File: src/bresenham_line_raster_assert.svh
// ----------------------------------------------------------------------------
// bresenham_line_raster_assert
// assertion macros shared by the line rasterizer
// ----------------------------------------------------------------------------
`ifndef BRESENHAM_LINE_RASTER_ASSERT_SVH
`define BRESENHAM_LINE_RASTER_ASSERT_SVH

// same-cycle implication, checked outside reset
`define BLR_ASSERT_NOW(label, clk, rst, ante, cons) \
   label: assert property (@(posedge clk) disable iff (rst) (ante) |-> (cons)) \
      else $error("bresenham_line_raster: same-cycle check failed");

// next-cycle implication, checked outside reset
`define BLR_ASSERT_NEXT(label, clk, rst, ante, cons) \
   label: assert property (@(posedge clk) disable iff (rst) (ante) |=> (cons)) \
      else $error("bresenham_line_raster: next-cycle check failed");

`endif

File: src/blr_pkg.sv
// ----------------------------------------------------------------------------
// blr_pkg
// types and constants for the midpoint line rasterizer
// ----------------------------------------------------------------------------
package blr_pkg;

   // image size registers
   localparam int CFG_BITS = 12;
   localparam logic [CFG_BITS-1:0] IMAGE_WIDTH_RESET  = 12'd640;
   localparam logic [CFG_BITS-1:0] IMAGE_HEIGHT_RESET = 12'd480;

   // register indexes
   localparam logic CSR_IMAGE_WIDTH  = 1'b0;
   localparam logic CSR_IMAGE_HEIGHT = 1'b1;

   // item modes
   localparam logic MODE_START = 1'b0;
   localparam logic MODE_STEP  = 1'b1;

   localparam int COLOR_BITS = 24;

   // octant of the original line, walked in first-octant coordinates
   typedef enum logic [1:0] {
      OCT_1 = 2'd0,
      OCT_2 = 2'd1,
      OCT_7 = 2'd2,
      OCT_8 = 2'd3
   } octant_type;

endpackage

File: src/bresenham_line_raster.sv
// ----------------------------------------------------------------------------
// bresenham_line_raster
// Midpoint line rasterizer. A start item sets up a line from two endpoints and
// a color and returns its first pixel; each step item returns the next pixel
// (or an invalid result when no line is in progress). Every item gives exactly
// one result, in the cycle after it is accepted, and a new item is taken every
// cycle: the whole step (error update, octant remap, bounds test) sits between
// the input handshake and the result register, and req_ready stays high while
// the result register is empty or being drained.
// ----------------------------------------------------------------------------
`include "bresenham_line_raster_assert.svh"

module bresenham_line_raster #(
   parameter int COORD_BITS = 12
) (
   input  logic                                  clock,
   input  logic                                  reset,

   input  logic                                  csr_write_en,
   input  logic                                  csr_index,
   input  logic [blr_pkg::CFG_BITS-1:0]          csr_write_data,

   input  logic                                  req_valid,
   output logic                                  req_ready,
   input  logic                                  req_mode,
   input  logic signed [COORD_BITS-1:0]          req_x_start,
   input  logic signed [COORD_BITS-1:0]          req_y_start,
   input  logic signed [COORD_BITS-1:0]          req_x_end,
   input  logic signed [COORD_BITS-1:0]          req_y_end,
   input  logic [blr_pkg::COLOR_BITS-1:0]        req_color_in,

   output logic                                  rsp_valid,
   input  logic                                  rsp_ready,
   output logic                                  rsp_pixel_valid,
   output logic signed [COORD_BITS-1:0]          rsp_pixel_x,
   output logic signed [COORD_BITS-1:0]          rsp_pixel_y,
   output logic [blr_pkg::COLOR_BITS-1:0]        rsp_pixel_color,
   output logic                                  rsp_inside_image,
   output logic                                  rsp_last_pixel
);

   localparam int SPAN_BITS = COORD_BITS + 1;
   localparam int ERR_BITS  = COORD_BITS + 4;
   localparam int BND_BITS  =
      ((COORD_BITS > blr_pkg::CFG_BITS) ? COORD_BITS : blr_pkg::CFG_BITS) + 1;

   // configuration
   logic [blr_pkg::CFG_BITS-1:0] width_ff, width_in;
   logic [blr_pkg::CFG_BITS-1:0] height_ff, height_in;

   // line state
   logic                         active_ff, active_in;
   logic signed [COORD_BITS-1:0] origin_x_ff, origin_x_in;
   logic signed [COORD_BITS-1:0] origin_y_ff, origin_y_in;
   blr_pkg::octant_type          octant_ff, octant_in;
   logic signed [SPAN_BITS-1:0]  walk_x_ff, walk_x_in;
   logic signed [SPAN_BITS-1:0]  walk_y_ff, walk_y_in;
   logic signed [SPAN_BITS-1:0]  major_ff, major_in;
   logic signed [SPAN_BITS-1:0]  minor_ff, minor_in;
   logic signed [ERR_BITS-1:0]   error_ff, error_in;
   logic [blr_pkg::COLOR_BITS-1:0] color_ff, color_in;

   // result register
   logic                         out_valid_ff, out_valid_in;
   logic                         out_pix_valid_ff, out_pix_valid_in;
   logic signed [COORD_BITS-1:0] out_x_ff, out_x_in;
   logic signed [COORD_BITS-1:0] out_y_ff, out_y_in;
   logic [blr_pkg::COLOR_BITS-1:0] out_color_ff, out_color_in;
   logic                         out_inside_ff, out_inside_in;
   logic                         out_last_ff, out_last_in;

   logic accept;
   logic is_start;

   // start setup
   logic                         swap;
   logic signed [COORD_BITS-1:0] xa, ya, xb, yb;
   logic signed [SPAN_BITS-1:0]  dx, dy, ady;
   logic                         steep;
   blr_pkg::octant_type          st_octant;
   logic signed [SPAN_BITS-1:0]  st_major, st_minor;
   logic signed [ERR_BITS-1:0]   st_error;

   // step
   logic                         east;
   logic signed [ERR_BITS-1:0]   step_error;
   logic signed [SPAN_BITS-1:0]  step_wx, step_wy;
   logic                         step_last;
   logic signed [COORD_BITS-1:0] off_x, off_y;
   logic signed [COORD_BITS-1:0] step_px, step_py;

   // emitted pixel
   logic signed [COORD_BITS-1:0] pix_x, pix_y;
   logic                         in_bounds;

   assign req_ready = !out_valid_ff || rsp_ready;
   assign accept    = req_valid && req_ready;
   assign is_start  = (req_mode == blr_pkg::MODE_START);

   // ---------------- start setup: order endpoints, pick octant
   always_comb begin
      swap = (req_x_end < req_x_start);
      xa   = swap ? req_x_end   : req_x_start;
      ya   = swap ? req_y_end   : req_y_start;
      xb   = swap ? req_x_start : req_x_end;
      yb   = swap ? req_y_start : req_y_end;
      dx   = SPAN_BITS'(xb) - SPAN_BITS'(xa);
      dy   = SPAN_BITS'(yb) - SPAN_BITS'(ya);
      ady  = dy[SPAN_BITS-1] ? -dy : dy;
      steep = (ady > dx);
      if (steep) begin
         st_octant = (!dy[SPAN_BITS-1] && (dy != '0)) ? blr_pkg::OCT_2 : blr_pkg::OCT_7;
         st_major  = ady;
         st_minor  = dx;
      end else begin
         st_octant = dy[SPAN_BITS-1] ? blr_pkg::OCT_8 : blr_pkg::OCT_1;
         st_major  = dx;
         st_minor  = ady;
      end
      st_error = (ERR_BITS'(st_minor) <<< 1) - ERR_BITS'(st_major);
   end

   // ---------------- step: midpoint decision and octant remap
   always_comb begin
      east = error_ff[ERR_BITS-1] || (error_ff == '0);
      if (east) begin
         step_error = error_ff + (ERR_BITS'(minor_ff) <<< 1);
         step_wy    = walk_y_ff;
      end else begin
         step_error = error_ff + ((ERR_BITS'(minor_ff) - ERR_BITS'(major_ff)) <<< 1);
         step_wy    = walk_y_ff + SPAN_BITS'(1);
      end
      step_wx   = walk_x_ff + SPAN_BITS'(1);
      step_last = (step_wx >= major_ff);

      case (octant_ff)
         blr_pkg::OCT_2: begin
            off_x = step_wy[COORD_BITS-1:0];
            off_y = step_wx[COORD_BITS-1:0];
         end
         blr_pkg::OCT_7: begin
            off_x = step_wy[COORD_BITS-1:0];
            off_y = -step_wx[COORD_BITS-1:0];
         end
         blr_pkg::OCT_8: begin
            off_x = step_wx[COORD_BITS-1:0];
            off_y = -step_wy[COORD_BITS-1:0];
         end
         default: begin
            off_x = step_wx[COORD_BITS-1:0];
            off_y = step_wy[COORD_BITS-1:0];
         end
      endcase
      step_px = origin_x_ff + off_x;
      step_py = origin_y_ff + off_y;
   end

   // ---------------- pixel select and bounds test
   always_comb begin
      pix_x = is_start ? xa : step_px;
      pix_y = is_start ? ya : step_py;
      in_bounds = !pix_x[COORD_BITS-1] && !pix_y[COORD_BITS-1] &&
                  (BND_BITS'($unsigned(pix_x)) < BND_BITS'(width_ff)) &&
                  (BND_BITS'($unsigned(pix_y)) < BND_BITS'(height_ff));
   end

   // ---------------- next state
   always_comb begin
      width_in    = width_ff;
      height_in   = height_ff;
      active_in   = active_ff;
      origin_x_in = origin_x_ff;
      origin_y_in = origin_y_ff;
      octant_in   = octant_ff;
      walk_x_in   = walk_x_ff;
      walk_y_in   = walk_y_ff;
      major_in    = major_ff;
      minor_in    = minor_ff;
      error_in    = error_ff;
      color_in    = color_ff;

      out_valid_in     = out_valid_ff && !rsp_ready;
      out_pix_valid_in = out_pix_valid_ff;
      out_x_in         = out_x_ff;
      out_y_in         = out_y_ff;
      out_color_in     = out_color_ff;
      out_inside_in    = out_inside_ff;
      out_last_in      = out_last_ff;

      if (csr_write_en) begin
         case (csr_index)
            blr_pkg::CSR_IMAGE_WIDTH:  width_in  = csr_write_data;
            blr_pkg::CSR_IMAGE_HEIGHT: height_in = csr_write_data;
            default: ;
         endcase
      end

      if (accept) begin
         out_valid_in = 1'b1;
         if (is_start) begin
            active_in   = (st_major != '0);
            origin_x_in = xa;
            origin_y_in = ya;
            octant_in   = st_octant;
            walk_x_in   = '0;
            walk_y_in   = '0;
            major_in    = st_major;
            minor_in    = st_minor;
            error_in    = st_error;
            color_in    = req_color_in;

            out_pix_valid_in = 1'b1;
            out_x_in         = pix_x;
            out_y_in         = pix_y;
            out_color_in     = req_color_in;
            out_inside_in    = in_bounds;
            out_last_in      = (st_major == '0);
         end else if (active_ff) begin
            active_in = !step_last;
            walk_x_in = step_wx;
            walk_y_in = step_wy;
            error_in  = step_error;

            out_pix_valid_in = 1'b1;
            out_x_in         = pix_x;
            out_y_in         = pix_y;
            out_color_in     = color_ff;
            out_inside_in    = in_bounds;
            out_last_in      = step_last;
         end else begin
            // step with no line in progress
            out_pix_valid_in = 1'b0;
            out_x_in         = '0;
            out_y_in         = '0;
            out_color_in     = '0;
            out_inside_in    = 1'b0;
            out_last_in      = 1'b0;
         end
      end
   end

   always_ff @(posedge clock) begin
      if (reset) begin
         width_ff     <= blr_pkg::IMAGE_WIDTH_RESET;
         height_ff    <= blr_pkg::IMAGE_HEIGHT_RESET;
         active_ff    <= 1'b0;
         origin_x_ff  <= '0;
         origin_y_ff  <= '0;
         octant_ff    <= blr_pkg::OCT_1;
         walk_x_ff    <= '0;
         walk_y_ff    <= '0;
         major_ff     <= '0;
         minor_ff     <= '0;
         error_ff     <= '0;
         color_ff     <= '0;
         out_valid_ff <= 1'b0;
      end else begin
         width_ff     <= width_in;
         height_ff    <= height_in;
         active_ff    <= active_in;
         origin_x_ff  <= origin_x_in;
         origin_y_ff  <= origin_y_in;
         octant_ff    <= octant_in;
         walk_x_ff    <= walk_x_in;
         walk_y_ff    <= walk_y_in;
         major_ff     <= major_in;
         minor_ff     <= minor_in;
         error_ff     <= error_in;
         color_ff     <= color_in;
         out_valid_ff <= out_valid_in;
      end
   end

   always_ff @(posedge clock) begin
      out_pix_valid_ff <= out_pix_valid_in;
      out_x_ff         <= out_x_in;
      out_y_ff         <= out_y_in;
      out_color_ff     <= out_color_in;
      out_inside_ff    <= out_inside_in;
      out_last_ff      <= out_last_in;
   end

   assign rsp_valid        = out_valid_ff;
   assign rsp_pixel_valid  = out_pix_valid_ff;
   assign rsp_pixel_x      = out_x_ff;
   assign rsp_pixel_y      = out_y_ff;
   assign rsp_pixel_color  = out_color_ff;
   assign rsp_inside_image = out_inside_ff;
   assign rsp_last_pixel   = out_last_ff;

   // ---------------- assertions
   // an active line has not yet reached its last pixel
   `BLR_ASSERT_NOW(a_walk_below_major, clock, reset, active_ff, walk_x_ff < major_ff)
   // an item whose result is the last pixel ends the line
   `BLR_ASSERT_NEXT(a_last_ends_line, clock, reset, accept && out_last_in, !active_ff)
   // invalid results carry no flags
   `BLR_ASSERT_NOW(a_invalid_quiet, clock, reset, out_valid_ff && !out_pix_valid_ff,
                   !out_inside_ff && !out_last_ff)
   // a pixel inside the image has nonnegative coordinates
   `BLR_ASSERT_NOW(a_inside_nonneg, clock, reset, out_valid_ff && out_inside_ff,
                   !out_x_ff[COORD_BITS-1] && !out_y_ff[COORD_BITS-1])

endmodule

File: config.mk
export PLATFORM = sky130hd
export DESIGN_NAME = bresenham_line_raster
export DESIGN_NICKNAME = d
export VERILOG_FILES = /design/src/blr_pkg.sv /design/src/bresenham_line_raster.sv
export VERILOG_INCLUDE_DIRS = /design/src /design/src/src
export SDC_FILE = /design/constraint.sdc
export NUM_CORES = 1
export LEC_CHECK = 0
export ABC_AREA = 1
export ABC_CLOCK_PERIOD_IN_PS = 6850
export BUFFER_PORTS_ARGS = -buffer_cell sky130_fd_sc_hd__buf_2
export CORE_UTILIZATION = 25
export DETAILED_ROUTE_END_ITERATION = 8
export GPL_TIMING_DRIVEN = 0
export PLACE_DENSITY_LB_ADDON = 0.12
export SETUP_SLACK_MARGIN = 0.3
export SYNTH_ARGS = -nofsm -noshare
export SYNTH_HDL_FRONTEND = slang
export SYNTH_SLANG_ARGS = --single-unit
File: constraint.sdc
create_clock -name clock -period 6.85 [get_ports clock]
set_input_delay 0.3425 -clock clock [delete_from_list [all_inputs] [get_ports clock]]
set_output_delay 0.3425 -clock clock [all_outputs]
set_load 0.01 [all_outputs]
==> impl_results.rst, run 1 <==
.. list-table::
   :header-rows: 1

   * - Metric
     - Value
   * - Wire length of the first global-routing pass
     - ~89,000 um
   * - Antenna violations before repair
     - 0
   * - Type of destination of the critical path
     - flop
   * - Number of enable-type register cells in the synthesized netlist
     - 51
   * - Number of distinct standard cells referenced by the synthesized netlist
     - 58
   * - Number of cells on the worst reg-to-reg path
     - 35
   * - Run status
     - complete, no violations
   * - Slowest library cell on the worst path
     - fa_2
   * - Synthesized instance count
     - 2,383
   * - Total power of the final layout
     - 5760 uW
   * - Port bufs
     - approximately 140
   * - Count of nets after finishing
     - 2,795
   * - Critical Path Fanout Max
     - 10
   * - Static power due to leakage
     - 0.008925 uW
   * - Worst flop-to-flop path endpoint
     - rsp_inside_image$_DFFE_PP_
   * - Number of cells on the worst hold path
     - 3
   * - Fmax
     - 159.8 MHz
   * - Share of cells above drive strength 1
     - 0.1548
   * - Floorplan Core Area
     - just over 60,000 um2
   * - Power density over cell area
     - 303.2 nW/um2
   * - Post-Synthesis Cell Area
     - approximately 16,000 um2
   * - Worst-case clock skew
     - between 20 and 25 ps
   * - XOR/XNOR share of the synthesized area
     - 0.03735
   * - Worst-skew pair later-pin latency
     - around 470 ps
   * - Ports
     - 144
   * - Slew Viols, Final
     - 0
   * - Kind of path behind the tightest hold check
     - in2reg
   * - Slowest Stage Delay on Critical Path
     - 400 ps
   * - Largest family of logic cells by synthesized area
     - simple AND/OR/NAND/NOR gates
   * - Number of warning messages in the yosys log
     - 0
   * - Fill cells
     - just under 7,000
   * - Total negative setup slack
     - 0 ps
   * - CP Launch Point
     - req_x_start[11]
   * - Count of TritonRoute iterations in the first routing pass
     - 5
   * - Cell occurring most often along the worst timing path
     - nand2_1
   * - Number of remaining DRC errors
     - 0
   * - DPL Wire Length
     - 49,040 um
   * - Type of the worst setup path
     - in2reg
   * - Async set-or-reset flop fraction in the synthesized netlist
     - 0
   * - Number of vias in the routed layout
     - 16,096
   * - Die Y
     - 252.4 um
   * - Mux share of post-synthesis cell area
     - 0
   * - Min-delay src
     - req_valid
   * - Total Routed Length
     - around 59,000 um
   * - Layout Area Growth over Synthesis
     - 21.16%
   * - Violation count after the first detailed-route iteration
     - between 800 and 900
   * - Global route total overflow
     - 0
   * - Maximum number of pins on one net before global-route repair
     - between 40 and 50
   * - Reg2reg setup slack
     - approximately 730 ps
   * - Synthesized-area fraction occupied by adder cells
     - 0.1038
   * - Worst rel slew slack
     - 0.2049
   * - Number of rows in the core area
     - 91
   * - Number of storage elements in the synthesis netlist
     - between 150 and 200
   * - Fraction of the yosys area taken by sequential cells
     - 0.2803
   * - Clock tree from TritonCTS
     - built
   * - Crit Reg-Reg Startpoint
     - error_ff[4]$_SDFFE_PP0P_
   * - DP Cell Count
     - roughly 3,400
   * - Total routing usage reported by global routing
     - 0.1852
   * - Detail-routed via count per cell
     - 4.695
   * - Clock Pin Slew Worst Setup and Hold Paths
     - 80 ps
   * - Actual slew at the worst max-slew pin
     - approximately 1200 ps
   * - Count of placed standard cells in the final layout, fillers left out
     - 3,428
   * - Vias in the first global route
     - 15,046
   * - Number of hold-slack violations in the final timing report
     - 0
   * - Final critical path time including I/O delays and setup
     - 6257 ps
   * - Horizontal die dimension
     - around 250 um
   * - Per-instance average area after synthesis
     - 6.579 um2
   * - Worst setup SP type
     - input pin
   * - Worst endpoint required time
     - 7250 ps
   * - Cell at the root of the clock tree
     - clkbuf_16
   * - Final cycle utilization of the critical path
     - 0.9134
   * - Number of setup violations in the final report
     - 0
   * - RSZ-0062 raised after global routing
     - yes
   * - Data arrival time at the worst-slack endpoint
     - 6660 ps
   * - Most used DFF post-synth
     - dfxtp_1
   * - Maximum clock path buffer count
     - 2
   * - Number of buffers inserted during clock tree synthesis
     - 17
   * - Simple-gate portion of the synthesized area
     - 0.2579
   * - Antenna-violating nets left
     - 0
   * - Post-synthesis net count
     - 2,601
   * - CTS H-tree lvls
     - 4
   * - Routability congestion estimate from global placement
     - 0.8893
   * - Wire per inst
     - 17.36 um
   * - Max rail drop VDD
     - 0.0002022 V
   * - Compound-gate portion of the synthesized area
     - 0.1994
   * - Overall die area
     - between 60,000 and 70,000 um2
   * - End point of the most critical hold path
     - rsp_valid$_SDFF_PP0_
   * - Hold-fix buffers at CTS
     - 0
   * - Count of maximum capacitance violations
     - 0
   * - CTS sink count
     - 194
   * - Initial core utilization
     - 0.2536
==> cells in the mapped netlist (10+ instances only) <==
cell	count	area [um2]
or2_2	13	81.33
xnor2_1	11	96.34
o21bai_1	26	195.2
nand2_1	549	2061
nor3_1	22	110.1
o21ai_0	225	1126
a21oi_1	210	1051
xor2_1	54	473.0
a31oi_1	14	87.58
nand3_1	114	570.6
inv_1	379	1423
dfxtp_1	143	2863
inv_2	10	37.54
o21ai_1	20	100.1
nor2_1	178	668.1
edfxtp_1	51	1531
nand2_2	28	175.2
clkbuf_1	58	217.7
nand4_1	20	125.1
ha_1	122	1526
buf_6	10	112.6
o211ai_1	27	202.7
==> flip-flops by register name (all words and copies together), names as in the netlist <==
register	cells
color_ff	24
walk_x_ff	13
height_ff	12
major_ff	13
rsp_pixel_valid	1
origin_x_ff	12
minor_ff	13
rsp_valid	1
octant_ff	2
error_ff	16
origin_y_ff	12
rsp_pixel_y	12
walk_y_ff	12
width_ff	12
rsp_inside_image	1
rsp_pixel_x	12
rsp_pixel_color	24
rsp_last_pixel	1
active_ff	1
==> worst max-delay path, delay by kind of cell <==
family / cells / cell delay (ps)
AND/OR/NAND/NOR: 19 / 2090
AO/OA/AOI/OAI: 11 / 1960
adder cells (fa/ha/maj): 4 / 1160
buffers and inverters: 6 / 740
XOR/XNOR: 1 / 330
==> through the flow <==
step / cell area (um2) / hold slack, ps / setup WS, ps / utilization
5_1_grt: 18990 / 120.4 / 215.0 / 0.3072
6_report: 18990 / 128.1 / 593.0 / 0.3072
4_1_cts: 18330 / 101.7 / 302.3 / 0.2965
3_5_place_dp: 17450 / 439.3 / -1738 / 0.2823
2_1_floorplan: 15680 / 424.5 / 629.1 / -
3_3_place_gp: 17430 / 434.1 / -1773 / 0.2819
==> cells by family after synthesis <==
group | after synthesis
fa+ha+maj | 127
simple gates | 955
compound gates | 564
flops | 194
buf+inv | 477
xor+xnor | 66
==> final cells by class <==
class,instances,area [um2],area share
Buffer,84,446.7,0.02352
Inverter,393,1480,0.07793
Multi-Input combinational cell,1712,10050,0.5289
Clock inverter,15,178.9,0.009420
Antenna cell,1,2.502,0.0001317
Sequential cell,194,4394,0.2313
Clock buffer,17,425.4,0.02240
Timing Repair Buffer,175,973.4,0.05125
Tap cell,837,1047,0.05513
==> timing repair <==
| action | CTS | global route |
|---|---|---|
| buffers inserted | 9 | 24 |
| setup endpoints to repair | 28 | 18 |
| resized for setup | 47 | 99 |
| pin swaps | 6 | 33 |
| hold endpoints to repair | 0 | 0 |
==> how the worst max path moves through the flow <==
| stage | to | depth (start not counted) |
|---|---|---|
| 6_report | error_ff[14]$_SDFFE_PP0P_ | 41 |
| 3_3_place_gp | error_ff[14]$_SDFFE_PP0P_ | 38 |
| 3_5_place_dp | error_ff[15]$_SDFFE_PP0P_ | 36 |
| 5_1_grt | error_ff[14]$_SDFFE_PP0P_ | 50 |
| 2_1_floorplan | error_ff[14]$_SDFFE_PP0P_ | 50 |
| 4_1_cts | error_ff[14]$_SDFFE_PP0P_ | 50 |
==> report_power, final <==
group / switching, uW / internal (uW) / total, uW
combinational: 2250 / 1150 / 3400
sequential: 49.9 / 1270 / 1320
clock: 544 / 495 / 1040
total: 2840 / 2920 / 5760
==> cells in the final DEF (no fill, tap or decap), types with 35 or more instances in the layout <==
master      n
dfxtp_1   143
buf_2     143
edfxtp_1   51
ha_1      108
inv_1     365
buf_4      35
a21oi_1   200
nor2_1    172
nand2_1   541
xor2_1     44
nand3_1   108
clkbuf_1   58
o21ai_0   212
==> per-layer routing <==
layer | track usage | vias up | part of all wire
li1 | - | 8148 | -
met1 | 0.2458 | 7515 | 0.47
met2 | 0.3031 | 367 | 0.46
met3 | 0.02245 | 66 | 0.040
met4 | 0.07446 | 0 | 0.036
met5 | 0 | - | 0
No activity file was read; power rests on OpenSTA's default activity.
==> run 2: changes to the inputs <==
--- a/config.mk
+++ b/config.mk
@@ -12,7 +12,7 @@
 export CORE_UTILIZATION = 25
 export DETAILED_ROUTE_END_ITERATION = 8
 export GPL_TIMING_DRIVEN = 0
-export PLACE_DENSITY_LB_ADDON = 0.12
+export PLACE_DENSITY = 0.42
 export SETUP_SLACK_MARGIN = 0.3
 export SYNTH_ARGS = -nofsm -noshare
 export SYNTH_HDL_FRONTEND = slang
==> impl_results.rst, run 2 (synthesis gave the netlist of run 1 again) <==
.. list-table::
   :header-rows: 1

   * - Metric
     - Value
   * - Run status
     - complete, no violations
   * - Total Routed Length
     - 59,300 um (-0.32%)
   * - Clock Pin Slew Worst Setup and Hold Paths
     - 80 ps (about the same)
   * - CTS H-tree lvls
     - 4 (unchanged)
   * - Floorplan Core Area
     - 61,830 um2 (unchanged)
   * - Global route total overflow
     - 0 (unchanged)
   * - Static power due to leakage
     - 0.008863 uW (-0.68%)
   * - Violation count after the first detailed-route iteration
     - 906 (+1.6%)
   * - Dominant delay contributor by cell family on the critical path
     - simple AND/OR/NAND/NOR gates
   * - Maximum clock path buffer count
     - 2 (unchanged)
   * - End point of the most critical hold path
     - rsp_valid$_SDFF_PP0_
   * - Crit Reg-Reg Startpoint
     - error_ff[4]$_SDFFE_PP0P_
   * - Total power of the final layout
     - 5743 uW (-0.29%)
   * - Die Y
     - 252.4 um (unchanged)
   * - Worst-case setup slack after placement
     - -1669 ps (+69.04 ps)
   * - Count of nets after finishing
     - 2,783 (-0.43%)
   * - Worst endpoint required time
     - 7240 ps (about the same)
   * - Wire per inst
     - 17.37 um (about the same)
   * - Maximum number of pins on one net before global-route repair
     - 35 (-19%)
   * - Antenna-violating nets left
     - 0 (unchanged)
   * - Setup slack after layout
     - 565.9 ps (-27.08 ps)
   * - Count of maximum capacitance violations
     - 0 (unchanged)
   * - Power density over cell area
     - 304.8 nW/um2 (+0.53%)
   * - Number of buffers inserted during clock tree synthesis
     - 17 (unchanged)
   * - CTS sink count
     - 194 (unchanged)
   * - Number of setup violations in the final report
     - 0 (unchanged)
   * - # diodes
     - 0 (-1)
   * - Layout Area Growth over Synthesis
     - 20.17%
   * - Port bufs
     - 141 (unchanged)
   * - Detail-routed via count per cell
     - 4.693 (about the same)
   * - Number of hold-slack violations in the final timing report
     - 0 (unchanged)
   * - Number of rows in the core area
     - 91 (unchanged)
   * - Cell at the root of the clock tree
     - clkbuf_16
   * - Cell occurring most often along the worst timing path
     - nand2_1
   * - Number of remaining DRC errors
     - 0 (unchanged)
   * - Final cycle utilization of the critical path
     - 0.9174 (+0.003953)
   * - DPL Wire Length
     - 48,530 um (-1.0%)
   * - Worst rel slew slack
     - 0.06961 (-0.1353)
   * - Initial core utilization
     - 0.2536 (unchanged)
   * - Max rail drop VDD
     - 0.0001921 V (-5.0%)
   * - Routability congestion estimate from global placement
     - 0.9133 (+2.7%)
   * - Most frequent cells in the layout
     - nand2_1 (541), inv_1 (365), o21ai_0 (212)
   * - Most common library cell in the layout ignoring fill and taps
     - nand2_1
   * - Vias in the first global route
     - 15,263 (+1.4%)
   * - Clock tree from TritonCTS
     - built
   * - Ports
     - 144 (unchanged)
   * - Wire length of the first global-routing pass
     - 89,600 um (+0.68%)
   * - Worst-case clock skew
     - 14.85 ps (-5.612 ps)
   * - RSZ-0062 raised after global routing
     - no
   * - Slowest Stage Delay on Critical Path
     - 380 ps (-20 ps)
   * - Worst flop-to-flop path endpoint
     - rsp_inside_image$_DFFE_PP_
   * - Number of vias in the routed layout
     - 16,028 (-0.42%)
   * - Worst-skew pair later-pin latency
     - 470 ps (about the same)
   * - Type of the worst setup path
     - in2reg
   * - Data arrival time at the worst-slack endpoint
     - 6670 ps (about the same)
   * - Share of cells above drive strength 1
     - 0.1478 (-0.007037)
   * - Worst setup SP type
     - input pin
   * - Fill cells
     - 6,864 (+0.13%)
   * - Kind of path behind the tightest hold check
     - in2reg
   * - Slew Viols, Final
     - 0 (unchanged)
   * - Fmax
     - 159.1 MHz (-0.43%)
   * - Critical Path Fanout Max
     - 10 (unchanged)
   * - Slowest library cell on the worst path
     - a211o_4
   * - Count of cell instances traversed by the critical path
     - 42 (+2.4%)
   * - Min-delay src
     - req_valid
   * - Actual slew at the worst max-slew pin
     - 1381 ps (+200.8 ps)
   * - Antenna violations before repair
     - 0 (unchanged)
   * - Total routing usage reported by global routing
     - 0.1844 (-0.0008036)
   * - Number of cells on the worst reg-to-reg path
     - 34 (-2.9%)
   * - Number of buffer and inverter instances along the worst setup path
     - 9 (+3)
   * - Number of cells on the worst hold path
     - 3 (unchanged)
   * - Reg2reg setup slack
     - 770 ps (+40 ps)
   * - Final critical path time including I/O delays and setup
     - 6284 ps (+27.08 ps)
   * - Horizontal die dimension
     - 252.4 um (unchanged)
   * - Count of TritonRoute iterations in the first routing pass
     - 5 (unchanged)
   * - Overall die area
     - 63,720 um2 (unchanged)
   * - Type of destination of the critical path
     - flop
   * - Hold-fix buffers at CTS
     - 0 (unchanged)
## run 2: cell count changes in the layout (fill, tap and decap cells not counted), moves of 3 or more
cell	previous run	this run
a21oi_1	200	203
a21oi_2	13	10
buf_4	35	23
clkinv_8	5	2
nand2_2	31	34
nand2_4	6	3
nand3_1	108	111
nand3_2	15	12
nor2_1	172	175
nor2_2	7	4
## run 2: report_power, final
| group | total [uW] | leakage (uW) | internal [uW] | switching (uW) |
|---|---|---|---|---|
| logic | 3330 | 0.00688 | 1100 | 2230 |
| registers | 1320 | 0.00169 | 1270 | 48.8 |
| clock network | 1090 | 0.000298 | 558 | 536 |
| total | 5740 | 0.00886 | 2930 | 2820 |
## run 2: tightest hold or removal path: stages
cell and delay [ps]:
buf_2 100, inv_1 40, a21oi_1 50
## run 2: how the worst max path moves through the flow
stage                           endpoint  slack (ps)             from
6_report        error_ff[7]$_SDFFE_PP0P_         570   req_x_start[9]
5_1_grt        error_ff[13]$_SDFFE_PP0P_         240   req_x_start[5]
4_1_cts        error_ff[15]$_SDFFE_PP0P_         300   req_x_start[7]
3_5_place_dp   error_ff[15]$_SDFFE_PP0P_       -1670  req_x_start[11]
3_3_place_gp   error_ff[15]$_SDFFE_PP0P_       -1690  req_x_start[11]
2_1_floorplan  error_ff[14]$_SDFFE_PP0P_         630  req_x_start[11]
## run 2: timing repair
action | CTS | global route
setup buffers | 7 | 14
pin swaps | 6 | 21
resized for setup | 49 | 79
endpoints found under the hold margin | 0 | 0
endpoints found under the setup margin | 27 | 17
## run 2: metal layers
layer | routed length (um) | up-vias | global-route usage
li1 | - | 8111 | -
met1 | 28080 | 7510 | 0.2455
met2 | 27280 | 353 | 0.3079
met3 | 2214 | 54 | 0.02194
met4 | 1721 | 0 | 0.05922
met5 | 0 | - | 0
## run 2: per-stage QoR
step	instance area [um2]	hold slack [ps]	utilization	instances	setup TNS, ps
2_1_floorplan	15680	424.5	-	2383	0
3_3_place_gp	17430	434.5	0.2819	3361	-28290
3_5_place_dp	17450	439.3	0.2823	3362	-27640
4_1_cts	18320	99.12	0.2963	3401	0
5_1_grt	18840	130.4	0.3047	3415	0
6_report	18840	122.4	0.3047	3415	0
## run 2: cell type report
cell class | instances | area, um2 | area share
repair buffers | 163 | 883.3 | 0.04689
clock inverters | 15 | 192.7 | 0.01023
well taps | 837 | 1047 | 0.05559
multi-input cells | 1712 | 9977 | 0.5296
clock buffers | 17 | 425.4 | 0.02258
flip-flops and latches | 194 | 4394 | 0.2332
inverters | 393 | 1480 | 0.07857
plain buffers | 84 | 439.2 | 0.02331
==> run 3: changes to the inputs <==
--- a/config.mk
+++ b/config.mk
@@ -7,8 +7,9 @@
 export NUM_CORES = 1
 export LEC_CHECK = 0
 export ABC_AREA = 1
-export ABC_CLOCK_PERIOD_IN_PS = 6850
+export ABC_CLOCK_PERIOD_IN_PS = 7800
 export BUFFER_PORTS_ARGS = -buffer_cell sky130_fd_sc_hd__buf_2
+export CAP_MARGIN = 20
 export CORE_UTILIZATION = 25
 export DETAILED_ROUTE_END_ITERATION = 8
 export GPL_TIMING_DRIVEN = 0
==> constraint.sdc (replaced) <==
create_clock -name clock -period 7.8 [get_ports clock]
set_input_delay 0.39 -clock clock [delete_from_list [all_inputs] [get_ports clock]]
set_output_delay 0.39 -clock clock [all_outputs]
set_load 0.01 [all_outputs]
==> impl_results.rst, run 3 (synthesis gave the netlist of run 1 again) <==
.. list-table::
   :header-rows: 1

   * - Metric
     - Value
   * - Number of hold-slack violations in the final timing report
     - 0 (unchanged)
   * - # diodes
     - 0 (unchanged)
   * - Type of the worst setup path
     - in2reg
   * - Die Y
     - 252.4 um (unchanged)
   * - Count of TritonRoute iterations in the first routing pass
     - 5 (unchanged)
   * - Slowest Stage Delay on Critical Path
     - 370 ps (about the same)
   * - Type of destination of the critical path
     - flop
   * - Clock share of power
     - 0.197 (+0.007)
   * - Worst-skew pair later-pin latency
     - 470 ps (about the same)
   * - Share of power burned in combinational logic
     - 0.563 (-0.017)
   * - Net Sw Frac
     - 0.4891 (-0.001087)
   * - Initial core utilization
     - 0.2536 (unchanged)
   * - Sequential Power Share
     - 0.240 (+0.010)
   * - Floorplan Core Area
     - 61,830 um2 (unchanged)
   * - Antenna violations before repair
     - 0 (unchanged)
   * - CTS sink count
     - 194 (unchanged)
   * - Total routing usage reported by global routing
     - 0.1830 (-0.001382)
   * - Port bufs
     - 141 (unchanged)
   * - Crit Reg-Reg Startpoint
     - error_ff[4]$_SDFFE_PP0P_
   * - DPL Wire Length
     - 48,480 um (-0.10%)
   * - Cell at the root of the clock tree
     - clkbuf_16
   * - Number of remaining DRC errors
     - 0 (unchanged)
   * - Max rail drop VDD
     - 0.0001681 V (-12%)
   * - Count of nets after finishing
     - 2,773 (-0.36%)
   * - Final cycle utilization of the critical path
     - 0.8991
   * - Final standard cell utilization of the core
     - 0.2948 (-0.009896)
   * - Vias in the first global route
     - 15,100 (-1.1%)
   * - Maximum clock path buffer count
     - 2 (unchanged)
   * - Share of cells above drive strength 1
     - 0.1164 (-0.03136)
   * - Kind of path behind the tightest hold check
     - in2reg
   * - Final critical path time including I/O delays and setup
     - 7013 ps
   * - Worst-case clock skew
     - 13.50 ps (-1.342 ps)
   * - Min-delay src
     - req_valid
   * - Total Routed Length
     - 58,250 um (-1.8%)
   * - Worst rel slew slack
     - 0.2047 (+0.1351)
   * - Fmax
     - between 100 and 150 MHz
   * - Number of rows in the core area
     - 91 (unchanged)
   * - Worst endpoint required time
     - 8190 ps (+950 ps)
   * - Count of maximum capacitance violations
     - 0 (unchanged)
   * - Wire length of the first global-routing pass
     - 88,890 um (-0.79%)
   * - Maximum number of pins on one net before global-route repair
     - 35 (unchanged)
   * - CP Launch Point
     - req_x_start[10]
   * - Number of buffers inserted during clock tree synthesis
     - 17 (unchanged)
   * - Cell occurring most often along the worst timing path
     - nand2_1
   * - Slowest library cell on the worst path
     - ha_2
   * - Antenna-violating nets left
     - 0 (unchanged)
   * - Clock Pin Slew Worst Setup and Hold Paths
     - 80 ps (about the same)
   * - Violation count after the first detailed-route iteration
     - 888 (-2.0%)
   * - Power density over cell area
     - 265.0 nW/um2 (-13%)
   * - Global route total overflow
     - 0 (unchanged)
   * - Cell Int Power
     - 2467 uW (-16%)
   * - Ports
     - 144 (unchanged)
   * - Overall die area
     - 63,720 um2 (unchanged)
   * - Total negative setup slack
     - 0 ps (unchanged)
   * - RSZ-0062 raised after global routing
     - no
   * - Detail-routed via count per cell
     - 4.657 (-0.78%)
   * - Run status
     - complete, no violations
   * - Most common library cell in the layout ignoring fill and taps
     - nand2_1
   * - Worst setup SP type
     - input pin
   * - Static power due to leakage
     - 0.008727 uW (-1.5%)
   * - Layout Area Growth over Synthesis
     - 16.27%
   * - Actual slew at the worst max-slew pin
     - 1180 ps (-200.5 ps)
   * - Number of vias in the routed layout
     - 15,856 (-1.1%)
   * - Critical Path Fanout Max
     - 10 (unchanged)
   * - Wire per inst
     - 17.11 um (-1.5%)
   * - Most frequent cells in the layout
     - nand2_1 (549), inv_1 (377), o21ai_0 (219)
   * - Data arrival time at the worst-slack endpoint
     - 7400 ps (+730 ps)
   * - Number of setup violations in the final report
     - 0 (unchanged)
   * - Routability congestion estimate from global placement
     - 0.9133 (unchanged)
   * - Slew Viols, Final
     - 0 (unchanged)
   * - Clock tree from TritonCTS
     - built
   * - Horizontal die dimension
     - 252.4 um (unchanged)
   * - Net switching power
     - 2363 uW (-16%)
   * - CTS H-tree lvls
     - 4 (unchanged)
run 3: cell count changes in the layout (fill, tap and decap cells not counted), sizes merged:
cell      delta
clkinvlp     -2
inv          +2
buf         -10
run 3: worst paths after layout:
kind	end	slack [ps]	cells past startpoint
worst max-delay path	error_ff[7]$_SDFFE_PP0P_	790	50
worst min-delay path	rsp_valid$_SDFF_PP0_	170	3
worst max register to register	rsp_inside_image$_DFFE_PP_	1110	34
worst min register to register	color_ff[3]$_SDFFE_PP0P_	450	2
run 3: layout make-up:
| class | instances | area [um2] |
|---|---|---|
| buffer | 84 | 426.7 |
| multi-input combinational | 1712 | 9464 |
| sequential | 194 | 4394 |
| inverter | 393 | 1475 |
| fill | 6909 | 43600 |
| timing repair buffer | 153 | 805.8 |
| tap | 837 | 1047 |
| clock inverter | 15 | 188.9 |
| clock buffer | 17 | 425.4 |
run 3: power by group through the flow:
stage               sequential [uW]  combinational, uW  clock (uW)
floorplan                      1180               1820           0
global placement               1180               2640           0
detailed placement             1180               2660           0
CTS                            1160               2680         978
global route                   1170               3050        1020
finish                         1160               2720         953
run 3: critical path, delay by kind of cell:
kind | cells | cell delay (ps)
and+or+nand+nor | 25 | 2520
buffers and inverters | 10 | 1040
xor gates and xnor gates | 1 | 260
adders and majority gates | 4 | 1240
AOI/OAI and AO/OA | 10 | 1910
run 3: through the flow:
stage,worst slack (ps),power (uW),hold WS [ps],cells,instance area [um2]
2_1_floorplan,1532,3003,424.5,2383,15680
3_3_place_gp,-790.8,3823,434.5,3361,17430
3_5_place_dp,-688.6,3842,439.4,3366,17480
4_1_cts,333.8,4815,146.7,3399,18110
5_1_grt,308.1,5229,179.1,3405,18230
6_report,786.7,4830,165.5,3405,18230
run 3: timing repair:
item | 4_1_cts | 5_1_grt
setup endpoints to repair | 13 | 14
resized for setup | 7 | 18
hold endpoints to repair | 0 | 0
hold buffers | 0 | 0
setup buffers | 1 | 6
pin swaps | 1 | 3
gates cloned | 0 | 0
run 3: routing by layer:
| metal | track usage | share of wire |
|---|---|---|
| met5 | 0 | 0 |
| met1 | 0.2445 | 0.47 |
| met2 | 0.3063 | 0.46 |
| met3 | 0.02286 | 0.040 |
| met4 | 0.05316 | 0.025 |
